### src/rtl/core/dftu_pkg.sv
`timescale 1ns / 1ps
`default_nettype none

package dftu_pkg;

    localparam int BYTE_W  = 8;
    localparam int SPEED_W = 16;
    localparam int IDX_W   = 4;
    localparam int CNT_W   = 6;
    localparam int CFG_A_W = 1;

    localparam logic [BYTE_W-1:0] OPEN_MARK  = 8'h28;
    localparam logic [BYTE_W-1:0] CLOSE_MARK = 8'h29;

    localparam logic [SPEED_W-1:0] MIN_SPEED_RST = 16'd1100;
    localparam logic [SPEED_W-1:0] MAX_SPEED_RST = 16'd1900;

    typedef enum logic [CFG_A_W-1:0] {
        REG_MIN_SPEED = 1'b0,
        REG_MAX_SPEED = 1'b1
    } cfg_reg_t;

    typedef enum logic [2:0] {
        ST_WAIT_OPEN,
        ST_PAYLOAD,
        ST_WAIT_CLOSE,
        ST_EMIT_RD,
        ST_EMIT_LD,
        ST_EMIT_WAIT
    } state_t;

    typedef struct packed {
        logic             in_ready;
        logic             cap_tool;
        logic             cap_lo;
        logic             wr_word;
        logic             rd_en;
        logic             load_out;
        logic             out_valid;
        logic             last;
        logic [IDX_W-1:0] motor_idx;
    } cmd_t;

    typedef struct packed {
        logic is_open;
        logic is_close;
    } status_t;

endpackage

`default_nettype wire

### src/rtl/core/dftu_byte_if.sv
`timescale 1ns / 1ps
`default_nettype none

interface dftu_byte_if import dftu_pkg::*; ();
    logic              valid;
    logic              ready;
    logic [BYTE_W-1:0] rx_byte;

    modport source (output valid, output rx_byte, input ready);
    modport sink (input valid, input rx_byte, output ready);
endinterface

`default_nettype wire

### src/rtl/core/dftu_result_if.sv
`timescale 1ns / 1ps
`default_nettype none

interface dftu_result_if import dftu_pkg::*; ();
    logic               valid;
    logic               ready;
    logic [IDX_W-1:0]   thruster_index;
    logic [SPEED_W-1:0] thruster_speed;
    logic [BYTE_W-1:0]  tool_outputs;
    logic               last_of_frame;

    modport source (
        output valid, output thruster_index, output thruster_speed,
        output tool_outputs, output last_of_frame, input ready
    );
    modport sink (
        input valid, input thruster_index, input thruster_speed,
        input tool_outputs, input last_of_frame, output ready
    );
endinterface

`default_nettype wire

### src/rtl/core/dftu_cfg_if.sv
`timescale 1ns / 1ps
`default_nettype none

interface dftu_cfg_if import dftu_pkg::*; ();
    logic               valid;
    logic               ready;
    logic [CFG_A_W-1:0] addr;
    logic [SPEED_W-1:0] wdata;

    modport source (output valid, output addr, output wdata, input ready);
    modport sink (input valid, input addr, input wdata, output ready);
endinterface

`default_nettype wire

### src/rtl/core/delimited_frame_thruster_unpacker.sv
// Delimited frame unpacker for thruster speeds and tool switches.
// rx (sink): one serial byte per word. A frame is '(' , one tool byte,
//   MOTORS little-endian 16-bit speeds, then ')'. Bytes outside a frame
//   other than '(' are dropped; a frame whose close byte is wrong is dropped.
// res (source): MOTORS words per good frame, index 0 first, speed clamped
//   to [min_speed, max_speed], tool bits masked to TOOLS, last_of_frame on
//   the final word.
// cfg (sink): addr 0 writes min_speed, addr 1 writes max_speed; always ready.
// Flow: after the close byte is accepted, each result in turn goes through
//   the speed RAM read, the clamp and the output register; the next result
//   starts only once the last one is taken by res.ready.
// rx accepts one byte per cycle while collecting; rx.ready is low while
//   results drain.
// Reset: parser waits for '(', min_speed = 1100, max_speed = 1900.
// Stall: a result stays on res, unchanged, until res.ready; nothing
//   advances meanwhile.
`timescale 1ns / 1ps
`default_nettype none

module delimited_frame_thruster_unpacker import dftu_pkg::*; #(
    parameter int MOTORS = 6,
    parameter int TOOLS  = 8
) (
    input  wire logic      clk,
    input  wire logic      rst_n,
    dftu_cfg_if.sink       cfg,
    dftu_byte_if.sink      rx,
    dftu_result_if.source  res
);

    cmd_t    cmd;
    status_t status;

    assign cfg.ready = 1'b1;
    assign rx.ready  = cmd.in_ready;
    assign res.valid = cmd.out_valid;

    dftu_ctrl #(
        .MOTORS (MOTORS)
    ) u_ctrl (
        .clk       (clk),
        .rst_n     (rst_n),
        .rx_valid  (rx.valid),
        .out_ready (res.ready),
        .status    (status),
        .cmd       (cmd)
    );

    dftu_dp #(
        .MOTORS (MOTORS),
        .TOOLS  (TOOLS)
    ) u_dp (
        .clk            (clk),
        .rst_n          (rst_n),
        .cmd            (cmd),
        .status         (status),
        .rx_byte        (rx.rx_byte),
        .cfg_we         (cfg.valid),
        .cfg_addr       (cfg.addr),
        .cfg_wdata      (cfg.wdata),
        .thruster_index (res.thruster_index),
        .thruster_speed (res.thruster_speed),
        .tool_outputs   (res.tool_outputs),
        .last_of_frame  (res.last_of_frame)
    );

endmodule

`default_nettype wire

### src/rtl/core/dftu_ram.sv
`timescale 1ns / 1ps
`default_nettype none

module dftu_ram #(
    parameter int WIDTH = 16,
    parameter int DEPTH = 6,
    localparam int AW = (DEPTH > 1) ? $clog2(DEPTH) : 1
) (
    input  wire logic             clk,
    input  wire logic             wr_en,
    input  wire logic [AW-1:0]    wr_addr,
    input  wire logic [WIDTH-1:0] wr_data,
    input  wire logic             rd_en,
    input  wire logic [AW-1:0]    rd_addr,
    output logic      [WIDTH-1:0] rd_data
);

    logic [WIDTH-1:0] mem [DEPTH];

    always_ff @(posedge clk)
    begin
        if (wr_en)
        begin
            mem[wr_addr] <= wr_data;
        end
        if (rd_en)
        begin
            rd_data <= mem[rd_addr];
        end
    end

endmodule

`default_nettype wire

### src/rtl/core/dftu_dp.sv
`timescale 1ns / 1ps
`default_nettype none

module dftu_dp import dftu_pkg::*; #(
    parameter int MOTORS = 6,
    parameter int TOOLS  = 8
) (
    input  wire logic               clk,
    input  wire logic               rst_n,
    input  wire cmd_t               cmd,
    output status_t                 status,
    input  wire logic [BYTE_W-1:0]  rx_byte,
    input  wire logic               cfg_we,
    input  wire logic [CFG_A_W-1:0] cfg_addr,
    input  wire logic [SPEED_W-1:0] cfg_wdata,
    output logic [IDX_W-1:0]        thruster_index,
    output logic [SPEED_W-1:0]      thruster_speed,
    output logic [BYTE_W-1:0]       tool_outputs,
    output logic                    last_of_frame
);

    localparam int AW = (MOTORS > 1) ? $clog2(MOTORS) : 1;
    localparam logic [BYTE_W-1:0] TOOL_MASK = BYTE_W'((1 << TOOLS) - 1);

    logic [SPEED_W-1:0] min_speed_reg;
    logic [SPEED_W-1:0] max_speed_reg;
    logic [BYTE_W-1:0]  tool_reg;
    logic [BYTE_W-1:0]  lo_reg;
    logic [SPEED_W-1:0] speed_reg;
    logic [SPEED_W-1:0] speed_next;
    logic [IDX_W-1:0]   idx_reg;
    logic               last_reg;
    logic [SPEED_W-1:0] rd_word;
    logic [SPEED_W-1:0] upper_cut;

    assign status.is_open  = (rx_byte == OPEN_MARK);
    assign status.is_close = (rx_byte == CLOSE_MARK);

    always_ff @(posedge clk or negedge rst_n)
    begin
        if (!rst_n)
        begin
            min_speed_reg <= MIN_SPEED_RST;
            max_speed_reg <= MAX_SPEED_RST;
        end
        else if (cfg_we)
        begin
            case (cfg_reg_t'(cfg_addr))
                REG_MIN_SPEED: min_speed_reg <= cfg_wdata;
                REG_MAX_SPEED: max_speed_reg <= cfg_wdata;
                default: ;
            endcase
        end
    end

    dftu_ram #(
        .WIDTH (SPEED_W),
        .DEPTH (MOTORS)
    ) u_speed_ram (
        .clk     (clk),
        .wr_en   (cmd.wr_word),
        .wr_addr (cmd.motor_idx[AW-1:0]),
        .wr_data ({rx_byte, lo_reg}),
        .rd_en   (cmd.rd_en),
        .rd_addr (cmd.motor_idx[AW-1:0]),
        .rd_data (rd_word)
    );

    // clamp down to max first, then raise to min
    always_comb
    begin
        upper_cut  = (rd_word > max_speed_reg) ? max_speed_reg : rd_word;
        speed_next = (upper_cut < min_speed_reg) ? min_speed_reg : upper_cut;
    end

    always_ff @(posedge clk)
    begin
        if (cmd.cap_tool)
        begin
            tool_reg <= rx_byte & TOOL_MASK;
        end
        if (cmd.cap_lo)
        begin
            lo_reg <= rx_byte;
        end
        if (cmd.load_out)
        begin
            speed_reg <= speed_next;
            idx_reg   <= cmd.motor_idx;
            last_reg  <= cmd.last;
        end
    end

    assign thruster_index = idx_reg;
    assign thruster_speed = speed_reg;
    assign tool_outputs   = tool_reg;
    assign last_of_frame  = last_reg;

endmodule

`default_nettype wire

### src/rtl/core/dftu_ctrl.sv
`timescale 1ns / 1ps
`default_nettype none

module dftu_ctrl import dftu_pkg::*; #(
    parameter int MOTORS = 6
) (
    input  wire logic    clk,
    input  wire logic    rst_n,
    input  wire logic    rx_valid,
    input  wire logic    out_ready,
    input  wire status_t status,
    output cmd_t         cmd
);

    localparam logic [CNT_W-1:0] LAST_BYTE  = CNT_W'(2 * MOTORS);
    localparam logic [IDX_W-1:0] LAST_MOTOR = IDX_W'(MOTORS - 1);

    state_t           state_reg;
    state_t           state_next;
    logic [CNT_W-1:0] cnt_reg;
    logic [CNT_W-1:0] cnt_next;
    logic [IDX_W-1:0] motor_reg;
    logic [IDX_W-1:0] motor_next;
    logic             rx_fire;

    assign rx_fire = rx_valid & cmd.in_ready;

    always_ff @(posedge clk or negedge rst_n)
    begin
        if (!rst_n)
        begin
            state_reg <= ST_WAIT_OPEN;
            cnt_reg   <= '0;
            motor_reg <= '0;
        end
        else
        begin
            state_reg <= state_next;
            cnt_reg   <= cnt_next;
            motor_reg <= motor_next;
        end
    end

    always_comb
    begin
        state_next = state_reg;
        cnt_next   = cnt_reg;
        motor_next = motor_reg;
        case (state_reg)
            ST_WAIT_OPEN:
            begin
                cnt_next   = '0;
                motor_next = '0;
                if (rx_fire && status.is_open)
                begin
                    state_next = ST_PAYLOAD;
                end
            end
            ST_PAYLOAD:
            begin
                if (rx_fire)
                begin
                    cnt_next = cnt_reg + 1'b1;
                    if (cnt_reg != '0 && !cnt_reg[0])
                    begin
                        motor_next = motor_reg + 1'b1;
                    end
                    if (cnt_reg == LAST_BYTE)
                    begin
                        state_next = ST_WAIT_CLOSE;
                    end
                end
            end
            ST_WAIT_CLOSE:
            begin
                if (rx_fire)
                begin
                    cnt_next   = '0;
                    motor_next = '0;
                    state_next = status.is_close ? ST_EMIT_RD : ST_WAIT_OPEN;
                end
            end
            ST_EMIT_RD:
            begin
                state_next = ST_EMIT_LD;
            end
            ST_EMIT_LD:
            begin
                state_next = ST_EMIT_WAIT;
            end
            ST_EMIT_WAIT:
            begin
                if (out_ready)
                begin
                    if (motor_reg == LAST_MOTOR)
                    begin
                        state_next = ST_WAIT_OPEN;
                        motor_next = '0;
                    end
                    else
                    begin
                        state_next = ST_EMIT_RD;
                        motor_next = motor_reg + 1'b1;
                    end
                end
            end
            default:
            begin
                state_next = ST_WAIT_OPEN;
                cnt_next   = '0;
                motor_next = '0;
            end
        endcase
    end

    always_comb
    begin
        cmd           = '0;
        cmd.motor_idx = motor_reg;
        cmd.last      = (motor_reg == LAST_MOTOR);
        case (state_reg)
            ST_WAIT_OPEN:
            begin
                cmd.in_ready = 1'b1;
            end
            ST_PAYLOAD:
            begin
                cmd.in_ready = 1'b1;
                if (rx_valid)
                begin
                    cmd.cap_tool = (cnt_reg == '0);
                    cmd.cap_lo   = cnt_reg[0];
                    cmd.wr_word  = (cnt_reg != '0) && !cnt_reg[0];
                end
            end
            ST_WAIT_CLOSE:
            begin
                cmd.in_ready = 1'b1;
            end
            ST_EMIT_RD:
            begin
                cmd.rd_en = 1'b1;
            end
            ST_EMIT_LD:
            begin
                cmd.load_out = 1'b1;
            end
            ST_EMIT_WAIT:
            begin
                cmd.out_valid = 1'b1;
            end
            default: ;
        endcase
    end

`ifndef SYNTHESIS
    a_no_overlap: assert property (@(posedge clk) disable iff (!rst_n)
        cmd.out_valid |-> !cmd.in_ready)
        else $error("input taken while a result is pending");

    a_hold_stalled: assert property (@(posedge clk) disable iff (!rst_n)
        (state_reg == ST_EMIT_WAIT && !out_ready)
            |=> (state_reg == ST_EMIT_WAIT && $stable(motor_reg)))
        else $error("stalled result not held");

    a_motor_range: assert property (@(posedge clk) disable iff (!rst_n)
        (state_reg == ST_EMIT_RD || state_reg == ST_EMIT_LD
            || state_reg == ST_EMIT_WAIT) |-> (motor_reg <= LAST_MOTOR))
        else $error("thruster index beyond last motor");

    a_cnt_range: assert property (@(posedge clk) disable iff (!rst_n)
        (state_reg == ST_PAYLOAD) |-> (cnt_reg <= LAST_BYTE))
        else $error("payload count overrun");

    a_emit_after_close: assert property (@(posedge clk) disable iff (!rst_n)
        $rose(state_reg == ST_EMIT_RD && motor_reg == '0)
            |-> $past(state_reg == ST_WAIT_CLOSE && rx_fire && status.is_close))
        else $error("frame emitted without close delimiter");
`endif

endmodule

`default_nettype wire

### src/flat_wrapper.sv
// flat-port wrapper written by rule: the top's interface ports become plain ports
module delimited_frame_thruster_unpacker_flat import dftu_pkg::*;
#(
    parameter int MOTORS = 6,
    parameter int TOOLS  = 8
)
  (clk, rst_n, cfg_valid, cfg_addr, cfg_wdata, cfg_ready, rx_valid, rx_rx_byte, rx_ready, res_valid, res_thruster_index, res_thruster_speed, res_tool_outputs, res_last_of_frame, res_ready);
  dftu_cfg_if cfg_i ();
  dftu_byte_if rx_i ();
  dftu_result_if res_i ();
  input  wire logic clk;
  input  wire logic rst_n;
  input wire logic [$bits(cfg_i.valid)-1:0] cfg_valid;
  input wire logic [$bits(cfg_i.addr)-1:0] cfg_addr;
  input wire logic [$bits(cfg_i.wdata)-1:0] cfg_wdata;
  output wire logic [$bits(cfg_i.ready)-1:0] cfg_ready;
  input wire logic [$bits(rx_i.valid)-1:0] rx_valid;
  input wire logic [$bits(rx_i.rx_byte)-1:0] rx_rx_byte;
  output wire logic [$bits(rx_i.ready)-1:0] rx_ready;
  output wire logic [$bits(res_i.valid)-1:0] res_valid;
  output wire logic [$bits(res_i.thruster_index)-1:0] res_thruster_index;
  output wire logic [$bits(res_i.thruster_speed)-1:0] res_thruster_speed;
  output wire logic [$bits(res_i.tool_outputs)-1:0] res_tool_outputs;
  output wire logic [$bits(res_i.last_of_frame)-1:0] res_last_of_frame;
  input wire logic [$bits(res_i.ready)-1:0] res_ready;
  assign cfg_i.valid = cfg_valid;
  assign cfg_i.addr = cfg_addr;
  assign cfg_i.wdata = cfg_wdata;
  assign cfg_ready = cfg_i.ready;
  assign rx_i.valid = rx_valid;
  assign rx_i.rx_byte = rx_rx_byte;
  assign rx_ready = rx_i.ready;
  assign res_valid = res_i.valid;
  assign res_thruster_index = res_i.thruster_index;
  assign res_thruster_speed = res_i.thruster_speed;
  assign res_tool_outputs = res_i.tool_outputs;
  assign res_last_of_frame = res_i.last_of_frame;
  assign res_i.ready = res_ready;
  delimited_frame_thruster_unpacker #(.MOTORS(MOTORS), .TOOLS(TOOLS)) u_core (.clk(clk), .rst_n(rst_n), .cfg(cfg_i), .rx(rx_i), .res(res_i));
endmodule
### config.mk
export PLATFORM = sky130hd
export DESIGN_NAME = delimited_frame_thruster_unpacker_flat
export DESIGN_NICKNAME = d
export VERILOG_FILES = /design/src/rtl/core/dftu_pkg.sv /design/src/rtl/core/dftu_byte_if.sv /design/src/rtl/core/dftu_result_if.sv /design/src/rtl/core/dftu_cfg_if.sv /design/src/rtl/core/delimited_frame_thruster_unpacker.sv /design/src/rtl/core/dftu_ram.sv /design/src/rtl/core/dftu_dp.sv /design/src/rtl/core/dftu_ctrl.sv /design/src/flat_wrapper.sv
export SDC_FILE = /design/constraint.sdc
export NUM_CORES = 1
export LEC_CHECK = 0
export BUFFER_PORTS_ARGS = -buffer_cell sky130_fd_sc_hd__buf_2
export CAP_MARGIN = 40
export CORE_ASPECT_RATIO = 0.7
export CORE_MARGIN = 1.5
export CORE_UTILIZATION = 64
export DETAILED_ROUTE_END_ITERATION = 10
export PLACE_DENSITY_LB_ADDON = 0.3
export SLEW_MARGIN = 20
export SYNTH_ARGS = -nofsm -noshare
export SYNTH_HDL_FRONTEND = slang
export SYNTH_SLANG_ARGS = --single-unit
### constraint.sdc
create_clock -name clk -period 9.8 [get_ports clk]
set_input_delay 0.49 -clock clk [delete_from_list [all_inputs] [get_ports clk]]
set_output_delay 0.49 -clock clk [all_outputs]
set_load 0.005 [all_outputs]
### Word-level counts from Yosys, hierarchy flattened

Memories as Yosys holds them, arrays and structs flattened. A register that Yosys moved wholly into a read port is not among the register bits.
Cells that the tools add are included.

| word-level totals | value |
|---|---|
| bits in registers | 82 |
| RAM bits | 96 |
| input port bits | 30 |
| output and inout port bits | 32 |
| logic and storage cells | 75 |
| memories kept | 1 |

| operators by class | value |
|---|---|
| add/subtract/negate cells | 2 |
| order comparisons | 2 |
| equal/unequal tests | 15 |
| multiplexer cells | 27 |
| bitwise logic cells | 4 |
| reduce and logical (&&, ||, !) cells | 14 |

Memory list:

| name | depth | width | read ports | clocked after memory_dff | wr ports | RTL line | RTL |
|---|---|---|---|---|---|---|---|
| u_core.u_dp.u_speed_ram.mem | 6 | 16 | 1 | 1 | 1 | dftu_ram.sv:18 | `logic [WIDTH-1:0] mem [DEPTH];` |

Operator list:

| operator | count |
|---|---|
| 2-to-1 mux 16 bit | 2 |
| 2-to-1 mux 3 bit | 7 |
| 2-to-1 mux 4 bit | 5 |
| one-hot mux 3 bit (6 select lines) | 1 |
| one-hot mux 6 bit (3 select lines) | 1 |
| equality test 8 x 6 -> 1 bit, second input constant | 2 |
| greater-than comparator 16 bit | 1 |
| < comparator 16 bit | 1 |
| one-hot mux 4 bit (4 select lines) | 1 |
| 2-to-1 mux 6 bit | 2 |
| != test 2 bit, second input constant | 6 |
| AND reduction 5 bit | 2 |
| adder 6 x 1 -> 6 bit, second input constant | 1 |
| equality test 3 x 2 -> 1 bit, second input constant | 2 |
| equality test 3 bit, second input constant | 2 |
| equality test 6 x 4 -> 1 bit, second input constant | 1 |
| logical NOT 6 bit | 1 |
| 2-to-1 mux 1 bit | 6 |
| nonzero test 6 bit | 1 |
| OR reduction 3 bit | 2 |
| adder 4 x 1 -> 4 bit, second input constant | 1 |
| equality test 4 x 3 -> 1 bit, second input constant | 1 |
| 2-to-1 mux 2 bit | 2 |
| AND reduction 2 bit | 2 |
| other kinds (8) | 11 |

### Longest topological paths before layout

| logic depth | value |
|---|---|
| depth after elaboration | 7 |
| mapped depth | 20 |
| depth with buffers taken out | 17 |

### Modules after synthesis

Synthesis repeated with hierarchy kept, for this count alone.

| second synthesis, totals | value |
|---|---|
| cell total of the unflattened synthesis | 626 |
| area total of the unflattened synthesis | 8800.9 um2 |

By module, submodules not included:

| module | times used | cells each | area each (um2) | seq. area each (um2) |
|---|---|---|---|---|
| dftu_ram | 1 | 215 | 4247.8 | 3363.2 |
| dftu_dp | 1 | 284 | 3559.7 | 1925.6 |
| dftu_ctrl | 1 | 125 | 982.2 | 325.3 |
| delimited_frame_thruster_unpacker | 1 | 2 | 11.3 | 0.0 |

### Worst setup path after synthesis

No wires, ideal clock.

| path | value |
|---|---|
| kind | reg-to-reg |
| from | register u_core.u_dp.max_speed_reg[15] |
| to | register u_core.u_dp.speed_reg[10] (netlist: u_core.u_dp.thruster_speed[10]) (data pin) |
| setup time | 267 ps |
| data arrival time | 3915 ps |
| required time | 9533 ps |
| slack | 5618 ps |
| cell stages (with the launch flop) | 20 |
| path buffers | 3 |
| period minus slack after synthesis | 4182 ps |
| cell sequence | dfrtp_1 -> inv_1 -> ha_1 -> nand4_1 -> nor4_2 -> a21boi_0 -> nand3b_1 -> and2_1 -> buf_2 -> clkbuf_1 -> o21ai_0 -> ha_1 -> or4_1 -> a221o_1 -> nand3_2 -> o21ai_2 -> a311o_1 -> o22ai_4 -> buf_6 -> a222oi_1 |

| between the ends | value |
|---|---|
| cells in the longest elaborated chain, start to end | 4 |

Ends and longest elaborated chain:

| element | RTL line | RTL |
|---|---|---|
| from (decl) | dftu_dp.sv:26 | `logic [SPEED_W-1:0] max_speed_reg;` |
| from (signal assigned) | dftu_dp.sv:50 | `REG_MAX_SPEED: max_speed_reg <= cfg_wdata;` |
| greater-than comparator 16 bit | dftu_dp.sv:72 | `upper_cut = (rd_word > max_speed_reg) ? max_speed_reg : rd_word;` |
| 2-to-1 mux 16 bit (*) | dftu_dp.sv:72 |  |
| < comparator 16 bit | dftu_dp.sv:73 | `speed_next = (upper_cut < min_speed_reg) ? min_speed_reg : upper_cut;` |
| 2-to-1 mux 16 bit (*) | dftu_dp.sv:73 |  |
| named net u_core.u_dp.speed_next[10] | dftu_dp.sv:30 | `logic [SPEED_W-1:0] speed_next;` |
| to (signal assigned) | dftu_dp.sv:88 | `speed_reg <= speed_next;` |
| to (decl) | dftu_dp.sv:29 | `logic [SPEED_W-1:0] speed_reg;` |

The timed path passes the listed nets; every way through them passes the cells marked *.
A chain may end at the register's enable or synchronous reset.

### Worst setup path in the final report

| path | value |
|---|---|
| from | register u_core.u_dp.max_speed_reg[13] |
| to | register u_core.u_dp.speed_reg[3] (netlist: u_core.u_dp.thruster_speed[3]) (data pin) |

Same word-level chain as after synthesis.

==> impl_metrics.json <==
{
  "ys_seq_elements": 194,
  "worst-setup-path-type": "reg2reg",
  "drtAntennaViolNets": 0,
  "clock_skew_ns": 0.0141,
  "route.final.wire_length_mm": 19.1,
  "final_nets": 778,
  "rsz0062_at_grt": "false",
  "core-area_um2": 13200,
  "rr_worst_depth": 17,
  "grt_pass1_wl_mm": 30.1,
  "fill_cells": 819,
  "drt_iter0_drc": 539,
  "syn_avg_cell_area_um2": 13.3,
  "io_buffers": 60,
  "worstHoldPathType": "in2async",
  "timing.rr.start": "u_core.u_dp.max_speed_reg[13]",
  "num_vias": 5675,
  "ir_drop_uv": 169,
  "crit_start": "u_core.u_dp.max_speed_reg[13]",
  "fin_area_um2": 9820,
  "synthCells": 648,
  "clkLatencyLatePin_ns": 0.44,
  "cts_resized": 0,
  "min_period_ns": 5.47,
  "syn_area_um2": 8640,
  "yosys-top-cells-area": "edfxtp_1 (52%), dfrtp_1 (9.8%), ha_1 (5.1%)",
  "worst_setup_path_start_kind": "register",
  "grt_pass1_vias": 5700,
  "placedInstanceArea_um2": 9200,
  "slew_violations": 0,
  "grt_max_degree": 46,
  "setup-tns-final_ns": 0,
  "drt_first_pass_iters": 8,
  "gp_congestion": 0.928,
  "num_rows": 35,
  "syn_nets": 713,
  "grt.total_usage": 0.283,
  "finalHoldViolations": 0,
  "cts_htree_levels": 4,
  "setup_viol": 0,
  "largest_register_ffs": 96,
  "powerDensity_nw_per_um2": 256,
  "path_clk_slew_ns": 0.07,
  "cp.arrival_ns": 5.61,
  "dieWidth_um": 142,
  "yosys_warnings": 0,
  "cts_buffer_depth": 2,
  "start_util": 0.656,
  "async_reset_ff_frac": 0.232,
  "ys_seq_area_frac": 0.650,
  "timing.final.crit_share": 0.559,
  "relSlewSlack": 0.459,
  "routedWlPerCell_um": 21.0,
  "p_leak_nw": 3.78,
  "crit_path_end_kind": "register",
  "drive_gt1_frac": 0.240,
  "die_area_um2": 14200,
  "r2r_slack_ns": 4.33,
  "place_hpwl_mm": 12.7,
  "worstPathRequired_ns": 9.94,
  "overflow": 0,
  "cts_tree": "done",
  "yosysUniqueCellTypes": 61,
  "worstMarginPinSlew_ns": 0.810,
  "place_inst": 876,
  "synthFlopType": "edfxtp_1",
  "status": "finished, final reports clean",
  "viasPerCell": 6.23,
  "drv_cap": 0,
  "synth_top_area_frac": 0.518,
  "dieHeight_um": 100,
  "hold_slack_ns": 0.138,
  "synth_enable_flop_cells": 149,
  "root_buffer": "clkbuf_16",
  "synth_top_area_cell": "edfxtp_1",
  "final_cells": 911,
  "num_io_pins": 62,
  "cp_max_fo": 17,
  "reg2reg_to": "u_core.u_dp.thruster_speed[3]",
  "ctsHoldBuffers": 0,
  "route.detailed.drc": 0,
  "cts_sinks": 194,
  "antenna_found_initial": 1,
  "cts_buffers": 17,
  "clock.fmax_ghz": 0.183,
  "cts_setup_buffers": 0,
  "top_register": "u_core.u_dp.u_speed_ram.mem",
  "area_delta_synth_final_pct": 13.6
}
## worst max-delay path by stage
stage,end,slack [ns],depth (start not counted)
4_1_cts,u_core.u_dp.thruster_speed[10],4.34,16
2_1_floorplan,u_core.u_dp.thruster_speed[10],5.62,19
3_5_place_dp,u_core.u_dp.thruster_speed[13],4.50,16
5_1_grt,u_core.u_dp.thruster_speed[6],4.09,16
6_report,u_core.u_dp.thruster_speed[3],4.33,17
3_3_place_gp,u_core.u_dp.thruster_speed[7],4.74,15
## cell families after synthesis
group	Yosys count	share of synthesized area
buf+inv	84	0.0398
simple gates	138	0.0764
flops	194	0.650
other cells	1	0.000434
fa+ha+maj	35	0.0507
xor+xnor	2	0.00203
compound gates	141	0.108
mux	53	0.0730
## Yosys cell counts (4+ instances only)
library cell / count
a21oi_1: 33
a222oi_1: 15
a22oi_1: 11
clkbuf_1: 21
dfrtp_1: 34
dfstp_2: 11
edfxtp_1: 149
ha_1: 35
inv_1: 53
mux2_2: 30
mux2i_1: 18
mux4_2: 5
nand2_1: 52
nand2b_1: 5
nand3_1: 8
nand4_1: 4
nor2_1: 33
nor2b_1: 5
nor3_1: 10
o211ai_1: 4
o21ai_0: 53
o22ai_1: 4
## cell type report
| class | count | area, µm² | area share |
|---|---|---|---|
| antenna | 1 | 2.50 | 0.000255 |
| clock buffer | 17 | 425 | 0.0433 |
| clock inverter | 14 | 165 | 0.0168 |
| inverter | 54 | 203 | 0.0206 |
| multi-input combinational | 370 | 2710 | 0.276 |
| sequential | 194 | 5620 | 0.572 |
| tap | 185 | 231 | 0.0236 |
| timing repair buffer | 76 | 460 | 0.0469 |
## metal layers
layer | wire, µm | global-route usage | part of all wire | vias to the layer above
li1 | - | - | - | 2540
met5 | 0 | 0 | 0 | -
met2 | 9000 | 0.444 | 0.47 | 336
met1 | 7920 | 0.394 | 0.41 | 2744
met3 | 1660 | 0.0558 | 0.087 | 55
met4 | 565 | 0.123 | 0.030 | 0
## per-stage QoR
| step | setup slack [ns] | utilization | power (mW) |
|---|---|---|---|
| after floorplan | 5.62 | - | 1.57 |
| after global placement | 4.74 | 0.692 | 1.74 |
| after detailed placement | 4.50 | 0.698 | 1.79 |
| after CTS | 4.34 | 0.743 | 2.49 |
| after global routing | 4.09 | 0.745 | 2.62 |
| final | 4.33 | 0.745 | 2.51 |
## power by group
part           internal (mW)  switching (mW)  leakage, nW
clock                  0.364           0.331        0.285
combinational          0.287           0.440         1.60
sequential              1.02          0.0719         1.89
total                   1.67           0.844         3.78
## worst max-delay path: stages (launching register included)
cell and delay, ns:
dfrtp_1 0.40, inv_1 0.09, ha_1 0.31, nand4_1 0.23, nor4_2 0.45, a21boi_0 0.28
nand3b_1 0.19, and2_1 0.56, buf_8 0.24, o21ai_0 0.11, ha_1 0.19, or4_1 0.51
a221o_1 0.29, nand3_2 0.10, o21ai_2 0.12, a311o_1 0.38, o22ai_4 0.45, a222oi_1 0.25
## cells in the final DEF (no fill, tap or decap), types with 8 or more instances in the layout
| cell | count |
|---|---|
| o21ai_0 | 53 |
| mux2_2 | 30 |
| inv_1 | 53 |
| nor3_1 | 8 |
| ha_1 | 35 |
| edfxtp_1 | 149 |
| nand2_1 | 52 |
| a21oi_1 | 33 |
| nor2_1 | 30 |
| nand3_1 | 8 |
| a22oi_1 | 11 |
| a222oi_1 | 15 |
| buf_2 | 60 |
| mux2i_1 | 18 |
| clkbuf_16 | 17 |
| dfrtp_1 | 33 |
| buf_4 | 8 |
| dfstp_2 | 11 |
Note: power is estimated with default switching activity, not from simulation.
